### src/sv/rfrx_pkg.sv
// Types, codes and constants of the reply frame receiver.
package rfrx_pkg;

  localparam logic [7:0] HEAD_CODE_RST    = 8'hBB;
  localparam logic [7:0] END_CODE_RST     = 8'h7E;
  localparam logic [7:0] LENGTH_LIMIT_RST = 8'd100;
  localparam logic [7:0] NO_TAG_RST       = 8'd21;

  localparam logic [7:0] ALL_ONES_BYTE = 8'hFF;
  localparam logic [7:0] MAX_POSITION  = 8'd255;
  localparam logic [7:0] MIN_FRAME_LEN = 8'd7;
  localparam logic [7:0] POS_SECOND    = 8'd2;
  localparam logic [7:0] POS_FIFTH     = 8'd5;

  typedef enum logic [1:0] {
    CFG_HEAD_CODE,
    CFG_END_CODE,
    CFG_LENGTH_LIMIT,
    CFG_NO_TAG_VALUE
  } cfg_index_t;

  typedef enum logic [2:0] {
    ST_TAG,
    ST_NO_TAG,
    ST_BAD_SUM,
    ST_TOO_LONG,
    ST_ABORTED
  } status_t;

  typedef enum logic {
    OP_BYTE,
    OP_RESTART
  } opcode_t;

  typedef struct packed {
    opcode_t    opcode;
    logic [7:0] rx_byte;
  } in_item_t;

  typedef struct packed {
    logic [7:0]        frame_byte;
    logic [7:0]        position;
    logic              last;
    status_t           status;
    logic signed [7:0] rssi;
  } out_item_t;

  typedef struct packed {
    logic [7:0] head_code;
    logic [7:0] end_code;
    logic [7:0] length_limit;
    logic [7:0] no_tag_value;
  } cfg_t;

  typedef struct packed {
    logic       in_frame;
    logic [7:0] byte_count;
    logic [7:0] running_sum;
    logic [7:0] previous_byte;
    logic       second_ff;
    logic [7:0] fifth_byte;
  } frame_t;

endpackage

### src/sv/rfid_reply_frame_receiver.sv
// Top level of the reply frame receiver: configuration registers, input register, deframer and result register.
//
//   channel  direction  handshake              payload
//   in_      input      in_valid / in_ready    in_data   (in_item_t)
//   out_     output     out_valid / out_ready  out_data  (out_item_t)
//   cfg_     input      cfg_valid / cfg_ready  cfg_index, cfg_data
//
// One request is taken per cycle unless a stalled result has the input register full;
// a request passes the input register, the deframer's combinational logic and the result
// register. Reset is synchronous and clears the frame state and the valid flags, and sets
// the configuration registers to their reset values. A stalled result holds the result
// register; the input register still takes one request while it waits. cfg_ready is always high.
module rfid_reply_frame_receiver
  import rfrx_pkg::*;
(
  input  logic       clk,
  input  logic       rst_n,
  input  logic       in_valid,
  output logic       in_ready,
  input  in_item_t   in_data,
  output logic       out_valid,
  input  logic       out_ready,
  output out_item_t  out_data,
  input  logic       cfg_valid,
  output logic       cfg_ready,
  input  logic [1:0] cfg_index,
  input  logic [7:0] cfg_data
);

  logic      in_valid_r;
  in_item_t  in_data_r;
  logic      out_valid_r;
  out_item_t out_data_r;
  logic      out_free;
  logic      step;
  logic      res_valid;
  out_item_t res;
  cfg_t      cfg;

  assign out_free  = !out_valid_r || out_ready;
  assign step      = in_valid_r && out_free;
  assign in_ready  = !in_valid_r || out_free;
  assign cfg_ready = 1'b1;

  rfrx_cfg_regs u_cfg (
    .clk      (clk),
    .rst_n    (rst_n),
    .wr_en    (cfg_valid && cfg_ready),
    .wr_index (cfg_index),
    .wr_data  (cfg_data),
    .cfg      (cfg)
  );

  rfrx_deframer u_deframer (
    .clk       (clk),
    .rst_n     (rst_n),
    .step      (step),
    .item      (in_data_r),
    .cfg       (cfg),
    .res_valid (res_valid),
    .res       (res)
  );

  always_ff @(posedge clk) begin
    if (!rst_n) begin
      in_valid_r  <= 1'b0;
      out_valid_r <= 1'b0;
    end else begin
      if (in_ready) begin
        in_valid_r <= in_valid;
      end
      if (out_free) begin
        out_valid_r <= res_valid;
      end
    end
  end

  always_ff @(posedge clk) begin
    if (in_valid && in_ready) begin
      in_data_r <= in_data;
    end
    if (res_valid) begin
      out_data_r <= res;
    end
  end

  assign out_valid = out_valid_r;
  assign out_data  = out_data_r;

endmodule

### src/sv/rfrx_cfg_regs.sv
// Configuration register file of the reply frame receiver.
module rfrx_cfg_regs
  import rfrx_pkg::*;
(
  input  logic       clk,
  input  logic       rst_n,
  input  logic       wr_en,
  input  logic [1:0] wr_index,
  input  logic [7:0] wr_data,
  output cfg_t       cfg
);

  cfg_t cfg_r;
  cfg_t cfg_nxt;

  always_comb begin
    cfg_nxt = cfg_r;
    if (wr_en) begin
      unique case (cfg_index_t'(wr_index))
        CFG_HEAD_CODE:    cfg_nxt.head_code    = wr_data;
        CFG_END_CODE:     cfg_nxt.end_code     = wr_data;
        CFG_LENGTH_LIMIT: cfg_nxt.length_limit = wr_data;
        CFG_NO_TAG_VALUE: cfg_nxt.no_tag_value = wr_data;
        default:          cfg_nxt = cfg_r;
      endcase
    end
  end

  always_ff @(posedge clk) begin
    if (!rst_n) begin
      cfg_r.head_code    <= HEAD_CODE_RST;
      cfg_r.end_code     <= END_CODE_RST;
      cfg_r.length_limit <= LENGTH_LIMIT_RST;
      cfg_r.no_tag_value <= NO_TAG_RST;
    end else begin
      cfg_r <= cfg_nxt;
    end
  end

  assign cfg = cfg_r;

endmodule

### src/sv/rfrx_deframer.sv
// Frame state and per-byte deframing logic of the reply frame receiver.
module rfrx_deframer
  import rfrx_pkg::*;
(
  input  logic      clk,
  input  logic      rst_n,
  input  logic      step,
  input  in_item_t  item,
  input  cfg_t      cfg,
  output logic      res_valid,
  output out_item_t res
);

  frame_t     frame_r;
  frame_t     frame_nxt;
  logic [7:0] pos;
  logic [7:0] check_sum;
  logic       is_end;
  logic       too_long;

  assign pos       = frame_r.byte_count;
  // Sum over the bytes after the head, less the checksum byte held last.
  assign check_sum = frame_r.running_sum - frame_r.previous_byte;
  assign is_end    = (item.rx_byte == cfg.end_code) && (pos >= (MIN_FRAME_LEN - 8'd1));
  // The length after this byte would exceed the limit, or the position would wrap.
  assign too_long  = (pos >= cfg.length_limit) || (pos == MAX_POSITION);

  always_comb begin
    frame_nxt = frame_r;
    res_valid = 1'b0;
    res       = '0;
    if (step) begin
      if (item.opcode == OP_RESTART) begin
        frame_nxt    = '0;
        res_valid    = frame_r.in_frame;
        res.position = pos;
        res.last     = 1'b1;
        res.status   = ST_ABORTED;
      end else if (!frame_r.in_frame) begin
        if (item.rx_byte == cfg.head_code) begin
          frame_nxt            = '0;
          frame_nxt.in_frame   = 1'b1;
          frame_nxt.byte_count = 8'd1;
          res_valid            = 1'b1;
          res.frame_byte       = item.rx_byte;
        end
      end else begin
        res_valid      = 1'b1;
        res.frame_byte = item.rx_byte;
        res.position   = pos;
        if (is_end) begin
          frame_nxt = '0;
          res.last  = 1'b1;
          if (check_sum == frame_r.previous_byte) begin
            res.status = (frame_r.second_ff && (frame_r.fifth_byte == cfg.no_tag_value)) ?
                         ST_NO_TAG : ST_TAG;
            res.rssi   = $signed(frame_r.fifth_byte);
          end else begin
            res.status = ST_BAD_SUM;
          end
        end else if (too_long) begin
          frame_nxt  = '0;
          res.last   = 1'b1;
          res.status = ST_TOO_LONG;
        end else begin
          frame_nxt.running_sum   = frame_r.running_sum + item.rx_byte;
          frame_nxt.previous_byte = item.rx_byte;
          frame_nxt.byte_count    = pos + 8'd1;
          if (pos == POS_SECOND) begin
            frame_nxt.second_ff = (item.rx_byte == ALL_ONES_BYTE);
          end
          if (pos == POS_FIFTH) begin
            frame_nxt.fifth_byte = item.rx_byte;
          end
        end
      end
    end
  end

  always_ff @(posedge clk) begin
    if (!rst_n) begin
      frame_r <= '0;
    end else begin
      frame_r <= frame_nxt;
    end
  end

endmodule

### config.mk
export PLATFORM = sky130hd
export DESIGN_NAME = rfid_reply_frame_receiver
export DESIGN_NICKNAME = d
export VERILOG_FILES = /design/src/sv/rfrx_pkg.sv /design/src/sv/rfid_reply_frame_receiver.sv /design/src/sv/rfrx_cfg_regs.sv /design/src/sv/rfrx_deframer.sv
export SDC_FILE = /design/constraint.sdc
export NUM_CORES = 1
export LEC_CHECK = 0
export BUFFER_PORTS_ARGS = -buffer_cell sky130_fd_sc_hd__clkbuf_2
export CAP_MARGIN = 20
export CORE_MARGIN = 1
export CORE_UTILIZATION = 40
export CTS_BUF_LIST = sky130_fd_sc_hd__clkbuf_16
export DETAILED_ROUTE_END_ITERATION = 8
export GPL_ROUTABILITY_DRIVEN = 0
export PLACE_DENSITY_LB_ADDON = 0.25
export SYNTH_ARGS = -nofsm -noshare
export SYNTH_HDL_FRONTEND = slang
export SYNTH_SLANG_ARGS = --single-unit
### constraint.sdc
create_clock -name clk -period 4.45 [get_ports clk]
set_clock_uncertainty 0.15 [all_clocks]
set_input_delay 0.89 -clock clk [delete_from_list [all_inputs] [get_ports clk]]
set_output_delay 0.89 -clock clk [all_outputs]
set_load 0.01 [all_outputs]
Yosys cells after proc, flatten, opt, wreduce, memory -nomap -nowiden
Index checks and enable logic that the tools add are counted.
{"block": "op_classes", "addsub": 3, "n_reduce_logical": 21, "bitwise": 4, "muxes": 22, "n_eq_ne": 13, "magnitude_cmp": 2}
{"operator": "$mux W34", "n": 4}
{"operator": "$mux W8", "n": 5}
{"operator": "$mux W33", "n": 1}
{"operator": "$eq A8 B8 Y1", "n": 4}
{"operator": "$mux W20", "n": 1}
{"operator": "$eq A8 B8 Y1 const B", "n": 2}
{"operator": "$mux W12", "n": 1}
{"operator": "$ne A5 B5 Y1 const B", "n": 2}
{"operator": "$reduce_and A2 Y1", "n": 5}
{"operator": "$add A8 B1 Y8 const B", "n": 1}
{"operator": "$add A8 B8 Y8", "n": 1}
{"operator": "$eq A8 B2 Y1 const B", "n": 1}
{"operator": "$eq A8 B3 Y1 const B", "n": 1}
{"operator": "$ge A8 B3 Y1 const B", "n": 1}
{"operator": "$ge A8 B8 Y1", "n": 1}
{"operator": "$mux W4", "n": 2}
{"operator": "$sub A8 B8 Y8", "n": 1}
{"operator": "$mux W1", "n": 7}
{"operator": "$reduce_and A3 Y1", "n": 2}
{"operator": "$reduce_or A5 Y1", "n": 1}
{"operator": "$eq A2 B2 Y1 const B", "n": 2}
{"operator": "$logic_and A1 B1 Y1", "n": 4}
{"operator": "$not A1 Y1", "n": 4}
{"operator": "$logic_or A1 B1 Y1", "n": 3}
{"operator": "other kinds (7)", "n": 8}
{"block": "totals", "input_bits": 24, "elab_cells": 85, "reg_bits": 105, "out_inout_bits": 31}

Depth between registers and ports, before layout
Gate-level depths: netlist (run 1).
{"block": "depth", "word_depth": 7, "ltp_mapped": 9, "ltp_nobuf": 9}

Modules after synthesis
Synthesis (run 1) repeated with hierarchy kept, for this count alone.
{"block": "unflattened", "hier_cells": 540, "hier_area_um2": 5555.3}
{"module": "rfrx_deframer", "seq_area_each_um2": 660.6, "cells_per_inst": 362, "area_per_inst_um2": 3009.1, "n_inst": 1}
{"module": "rfrx_cfg_regs", "seq_area_each_um2": 640.6, "cells_per_inst": 130, "area_per_inst_um2": 1320.0, "n_inst": 1}
{"module": "rfid_reply_frame_receiver", "seq_area_each_um2": 1151.1, "cells_per_inst": 48, "area_per_inst_um2": 1226.2, "n_inst": 1}

Worst setup path before layout (run 1)
Ideal clock, no wire load.
{"block": "synth_path", "path_type": "reg2reg", "from": "register u_deframer.frame_r[13] in the netlist's numbering", "to": "register out_data_r, in the netlist out_data[9] (data pin)", "path_stages_with_launch": 9, "setup_ns": 0.255, "arrival_ns": 2.321, "slack_ns": 1.723, "period_less_slack_ns": 2.727, "n_path_buf": 0, "required_time_ns": 4.045, "path_cell_list": "dfxtp_1 inv_1 ha_1 and3_1 or4b_2 o21ai_0 xnor2_1 nand4_2 and3b_1"}
{"block": "synth_via", "elab_chain_cells": 4}
{"element": "start, declared", "line": "rfrx_deframer.sv:14", "text": "frame_t frame_r;"}
{"element": "start signal, assigned", "line": "rfrx_deframer.sv:84", "text": "frame_r <= frame_nxt;"}
{"element": "$sub A8 B8 Y8", "line": "rfrx_deframer.sv:23", "text": "assign check_sum = frame_r.running_sum - frame_r.previous_byte;"}
{"element": "$eq A8 B8 Y1 *", "line": "rfrx_deframer.sv:54", "text": "if (check_sum == frame_r.previous_byte) begin"}
{"element": "$mux W3 *", "line": "rfrx_deframer.sv:54"}
{"element": "$mux W4 *", "line": "rfrx_deframer.sv:51", "text": "if (is_end) begin"}
{"element": "end signal, assigned", "line": "rfid_reply_frame_receiver.sv:83", "text": "out_data_r <= res;"}
{"element": "end, declared", "line": "rfid_reply_frame_receiver.sv:33", "text": "out_item_t out_data_r;"}
Every way passes the cells marked *; elsewhere a longest branch is shown, timed or not.
A chain may end at the register's enable or synchronous reset.

Worst setup path after layout (run 1)
Same ends and word-level chain as after synthesis.

==> flow_metrics.py, run 1 <==
metrics = {
    "outcome": {
        "status": "finished clean",
    },
    "synthesis": {
        "ys.flop_type": "dfxtp_1",
        "avgSynthCellArea_sq_um": 9.49,
        "synth_area_leaders": "dfxtp_1 (26%), edfxtp_1 (21%), ha_1 (6.1%)",
        "async_flop_share_pct": 0,
        "synth_fp_nets": 596,
        "netlist_area_sq_um": 5170,
        "synth_seq_cells": 104,
        "synthDistinctLibCells": 60,
        "yosysWarnings": 0,
        "syn_inst": 545,
        "yosys.area.top_type": "dfxtp_1",
        "synth.top_cell.area_share_pct": 25.9,
        "synth_enable_flop_cells": 37,
        "yosysSeqAreaShare_pct": 47.4,
    },
    "detailed_routing": {
        "vias": 3933,
        "wl_microns": 11600,
        "avgViaCountPerCell": 5.12,
        "wl_per_cell_microns": 15.1,
        "ant_nets": 0,
        "drtIter0Drc": 186,
        "drcViolationCount": 0,
        "first_pass_iters": 4,
    },
    "timing": {
        "relSlewSlack_pct": 35.4,
        "tightest_slew_ps": 969,
        "fmax_mhz": 337,
        "setup_tns_ps": 0,
        "final_max_slew_viol_count": 0,
        "rsz0062_at_grt": "no",
        "finalCritPeriodShare_pct": 66.7,
        "finalCriticalPeriod_ps": 2970,
        "fin_ws_ps": 1480,
        "setup_violations": 0,
        "hold_viol_final": 0,
    },
    "clock_tree": {
        "hold_buffers": 0,
        "cts_tree": "built",
        "cts_root_buf": "clkbuf_16",
        "clkTransAtPathRegs_ps": 70,
        "numClockSinks": 104,
        "clock_path_buffers": 2,
        "cts_buffers": 9,
        "insertion_delay_ps": 350,
        "cts_setup_buffers": 0,
        "cts_resized": 0,
        "htreeDepth": 3,
    },
    "final_layout": {
        "syn2layout_area_growth_pct": 15.0,
        "multi_input_area_sq_um": 2490,
        "num-nets-final": 642,
        "layout-drive-gt1-share_pct": 14.4,
        "final_cell_mix": "dfxtp_1 (67), nand2_1 (65), clkbuf_2 (53)",
        "regArea_sq_um": 2450,
        "n_fill_cell": 1250,
        "diodes": 0,
        "layout_commonest_cell": "dfxtp_1",
    },
    "power": {
        "p_leak_uw": 0.00233,
        "pwr_density_cell_nw_per_um2": 341,
        "ir_worst_vdd_uv": 223,
    },
    "global_route": {
        "grt_pass1_vias": 3641,
        "gr-total-overflow": 0,
        "gr-usage-all-layers_pct": 18.8,
        "grt_max_degree": 34,
        "grt_pass1_wl_microns": 18900,
        "antenna_found_initial": 0,
    },
    "floorplanning": {
        "initial_utilization_pct": 41.0,
        "die_area_sq_um": 13400,
        "fp.dieH_microns": 116,
        "die_w_microns": 116,
        "io-pin-count": 55,
        "rows": 41,
        "core_area_sq_um": 12600,
    },
    "placed_design": {
        "portBuffers": 53,
        "post-place-ws_ps": 1360,
        "place_hpwl_microns": 8410,
    },
    "min_path": {
        "min_path_type": "reg2reg",
    },
    "worst_setup_path": {
        "cp_cell_sequence": "inv_1, ha_1, and3_1, nor2_1, or4b_1, a2111oi_2, nand4_2, and3b_1",
        "required_ps": 4410,
        "cpMaxStageDelayCell": "a2111oi_2",
        "crit_type": "reg2reg",
        "critPathMaxStageDelay_ps": 510,
        "path_max_fanout": 9,
        "cp.arrival_ps": 2930,
        "end_kind": "flip-flop",
        "start_kind": "flip-flop",
    },
    "run": {
        "cap_violations": 0,
    },
}
## critical path: cells and delay by family, from the launching register on
kind,cells,cell delay (ps)
AND/OR/NAND/NOR,5,1300
AO/OA/AOI/OAI,1,510
flip-flops,1,360
adder cells (fa/ha/maj),1,350
buffers and inverters,1,60
## final cells by class
class / count / area share (%)
inverters: 39 / 2.46
multi-input cells: 381 / 41.9
repair buffers: 56 / 5.05
clock buffers: 10 / 4.21
flip-flops and latches: 104 / 41.3
well taps: 172 / 3.62
clock inverters: 6 / 1.52
## flip-flops by register name, summed over array words and instances (netlist names)
name / cells
u_deframer.frame_r: 25
out_data: 28
out_valid: 1
u_deframer.pos: 8
u_cfg.cfg: 32
in_data_r: 9
in_valid_r: 1
## power breakdown
part / switching [uW] / internal (uW) / leakage (uW)
clock: 359 / 529 / 0.000170
sequential: 32.9 / 999 / 0.000852
combinational: 62.9 / 43.9 / 0.00131
total: 455 / 1570 / 0.00233
## Yosys cell counts, drive strengths merged (4+ instances only)
master,instances
nor4,6
o21a,5
nand2,65
nand3,29
nor3,15
xnor2,20
o21ai,15
xor2,19
mux2i,5
edfxtp,37
and2,16
a211oi,4
inv,39
nor2b,4
a22oi,15
nand2b,5
a22o,17
or2,4
buf,6
nand4,10
a21oi,20
ha,25
nor2,47
dfxtp,67
clkbuf,15
## layer usage
metal / part of all wire (%) / wire [microns] / global-route usage (%) / up-vias
met1: 51 / 5880 / 27.0 / 1822
li1: - / - / - / 2006
met2: 43 / 4940 / 28.1 / 91
met5: 0 / 0 / 0 / -
met3: 5.1 / 596 / 2.98 / 14
met4: 1.6 / 190 / 7.86 / 0
## metrics by stage
step / cells / instance area, sq um / total power, uW / utilization (%) / hold slack [ps]
detailed placement: 751 / 5580 / 1160 / 44.2 / 317
global route: 768 / 5940 / 2100 / 47.1 / 345
floorplan: 545 / 5170 / 1110 / - / 298
global placement: 751 / 5580 / 1160 / 44.2 / 312
finish: 768 / 5940 / 2030 / 47.1 / 323
CTS: 767 / 5920 / 2040 / 46.9 / 327
## path summary, 6_finish.rpt
check | to | slack [ps] | cells after the start | startpoint
max | out_data[9] | 1480 | 8 | u_deframer.frame_r[13]
min | u_cfg.cfg[16] | 320 | 2 | u_cfg.cfg[16]
max reg2reg | out_data[9] | 1480 | 8 | u_deframer.frame_r[13]
min reg2reg | u_cfg.cfg[16] | 320 | 2 | u_cfg.cfg[16]
## kinds of logic after synthesis
group	synth area share [%]
flip-flops	47.4
buffers and inverters	4.50
adder cells (fa/ha/maj)	6.82
XOR/XNOR	6.61
AO/OA/AOI/OAI	12.8
AND/OR/NAND/NOR	20.8
multiplexers	0.968
other	0.0725
(Power assumes the default switching activity.)
==> run 2: changes to the inputs <==
==> constraint.sdc (replaced) <==
create_clock -name clk -period 2.47 [get_ports clk]
set_clock_uncertainty 0.15 [all_clocks]
set_input_delay 0.494 -clock clk [delete_from_list [all_inputs] [get_ports clk]]
set_output_delay 0.494 -clock clk [all_outputs]
set_load 0.01 [all_outputs]
==> flow_metrics.py, run 2 (synthesized netlist as in run 1, its figures left out) <==
metrics = {
    "final_layout": {
        "n_fill_cell": 1162,
        "layout_commonest_cell": "buf_4",
        "syn2layout_area_growth_pct": 29.5,
        "final_cell_mix": "buf_4 (68), nand2_1 (65), dfxtp_1 (57)",
        "diodes": 0,
        "stdcell_count": 839,
        "num-nets-final": 713,
        "largest_register_ffs": 32,
        "layout-drive-gt1-share_pct": 30.6,
        "stdcell_area_sq_um": 6700,
    },
    "timing": {
        "setup_violations": 9,
        "relSlewSlack_pct": 47.7,
        "hold_viol_final": 0,
        "finalCriticalPeriod_ps": 2530,
        "tightest_slew_ps": 783,
        "fmax_mhz": 395,
        "finalCritPeriodShare_pct": 103,
        "whs_ps": 167,
        "rsz0062_at_grt": "yes",
        "fin_ws_ps": -62.3,
        "final_max_slew_viol_count": 0,
    },
    "power": {
        "pwr_density_cell_nw_per_um2": 526,
        "ir_worst_vdd_uv": 288,
        "power.total_uw": 3520,
        "p_leak_uw": 0.00272,
    },
    "floorplanning": {
        "die_w_microns": 116,
        "io-pin-count": 55,
        "die_area_sq_um": 13400,
        "rows": 41,
        "fp.dieH_microns": 116,
        "initial_utilization_pct": 41.0,
        "core_area_sq_um": 12600,
    },
    "worst_setup_path": {
        "crit_start": "u_deframer.frame_r[13]",
        "end_kind": "flip-flop",
        "crit_type": "reg2reg",
        "critPathMaxStageDelay_ps": 470,
        "path_max_fanout": 5,
        "cpMaxStageDelayCell": "or4b_4",
        "r2r_start": "u_deframer.frame_r[13]",
        "start_kind": "flip-flop",
        "cp.arrival_ps": 2490,
        "cp_cell_sequence": "inv_2, ha_4, and2_4, nor2_1, or4b_4, a2111oi_4, nand4_2, and3b_1",
        "required_ps": 2430,
    },
    "placed_design": {
        "place_area_sq_um": 6120,
        "portBuffers": 53,
        "place_inst": 808,
        "post-place-ws_ps": -152,
        "place_hpwl_microns": 9460,
    },
    "detailed_routing": {
        "avgViaCountPerCell": 5.11,
        "drcViolationCount": 0,
        "drtIter0Drc": 237,
        "vias": 4285,
        "wl_microns": 12800,
        "wl_per_cell_microns": 15.3,
        "first_pass_iters": 4,
        "ant_nets": 0,
    },
    "global_route": {
        "grt-busiest-layer": "met2",
        "grt_pass1_wl_microns": 20400,
        "gr-usage-all-layers_pct": 20.0,
        "gr-total-overflow": 0,
        "grtUsageMet2_pct": 31.4,
        "antenna_found_initial": 0,
        "use_met1_pct": 27.8,
        "use_met3_pct": 3.45,
        "grt_max_degree": 32,
        "grt_pass1_vias": 4075,
    },
    "clock_tree": {
        "numClockSinks": 104,
        "insertion_delay_ps": 350,
        "cts_root_buf": "clkbuf_16",
        "clkTransAtPathRegs_ps": 70,
        "cts_tree": "built",
        "htreeDepth": 3,
        "cts_buffers": 9,
        "clock_path_buffers": 2,
    },
    "run": {
        "cap_violations": 0,
    },
    "outcome": {
        "violations": "negative setup slack",
        "status": "complete, but fails checks",
    },
    "min_path": {
        "hold_start": "in_data[3]",
        "min_path_type": "in2reg",
    },
}
==> run 2: cell count changes in the layout (fill, tap and decap cells not counted), sizes merged <==
cell / previous run / this run
buf: 3 / 74
clkinv: 2 / 4
bufinv: 2 / 1
clkbuf: 63 / 62
==> run 2: routing by layer <==
layer / wire length (microns) / up-vias
met5: 0 / -
met4: 94 / 0
met3: 633 / 7
met2: 5720 / 111
met1: 6370 / 2023
li1: - / 2144
==> run 2: layout make-up <==
class	instances	area, sq um	area share (%)
multi-input combinational	381	2720	40.6
sequential	104	2460	36.8
timing repair buffer	127	861	12.9
clock buffer	9	225	3.36
tap	172	215	3.21
inverter	39	146	2.19
clock inverter	7	62.6	0.934
==> run 2: timing repair <==
item                       CTS  global route
hold buffers                 0             0
gates resized for setup     21            18
pin swaps                   13             8
buffers inserted             9             6
gates cloned                 0             0
setup endpoints to repair   18            42
==> run 2: critical path, delay by kind of cell, from the launching register on <==
kind / cells / cell delay, ps
AO/OA/AOI/OAI: 1 / 370
adder cells (fa/ha/maj): 1 / 240
buffers and inverters: 1 / 40
flip-flops: 1 / 330
AND/OR/NAND/NOR: 5 / 1130
==> run 2: report_power, final <==
part | switching, uW | total [uW] | internal, uW
Clock | 646 | 1430 | 780
Sequential | 35.1 | 1840 | 1800
Combinational | 146 | 257 | 112
Total | 827 | 3520 | 2690
==> run 2: final timing paths <==
kind	end	slack (ps)	depth (start not counted)
max reg2reg	out_data[9]	-60	8
min reg2reg	u_cfg.cfg[30]	320	2
max	out_data[9]	-60	8
min	in_data_r[3]	170	1
==> run 2: per-stage QoR <==
stage               util, %  setup TNS, ps
finish                 53.1           -384
global route           53.1          -1200
CTS                    52.0           -149
detailed placement     48.5          -1130
global placement       48.5           -408
floorplan                 -          -36.5
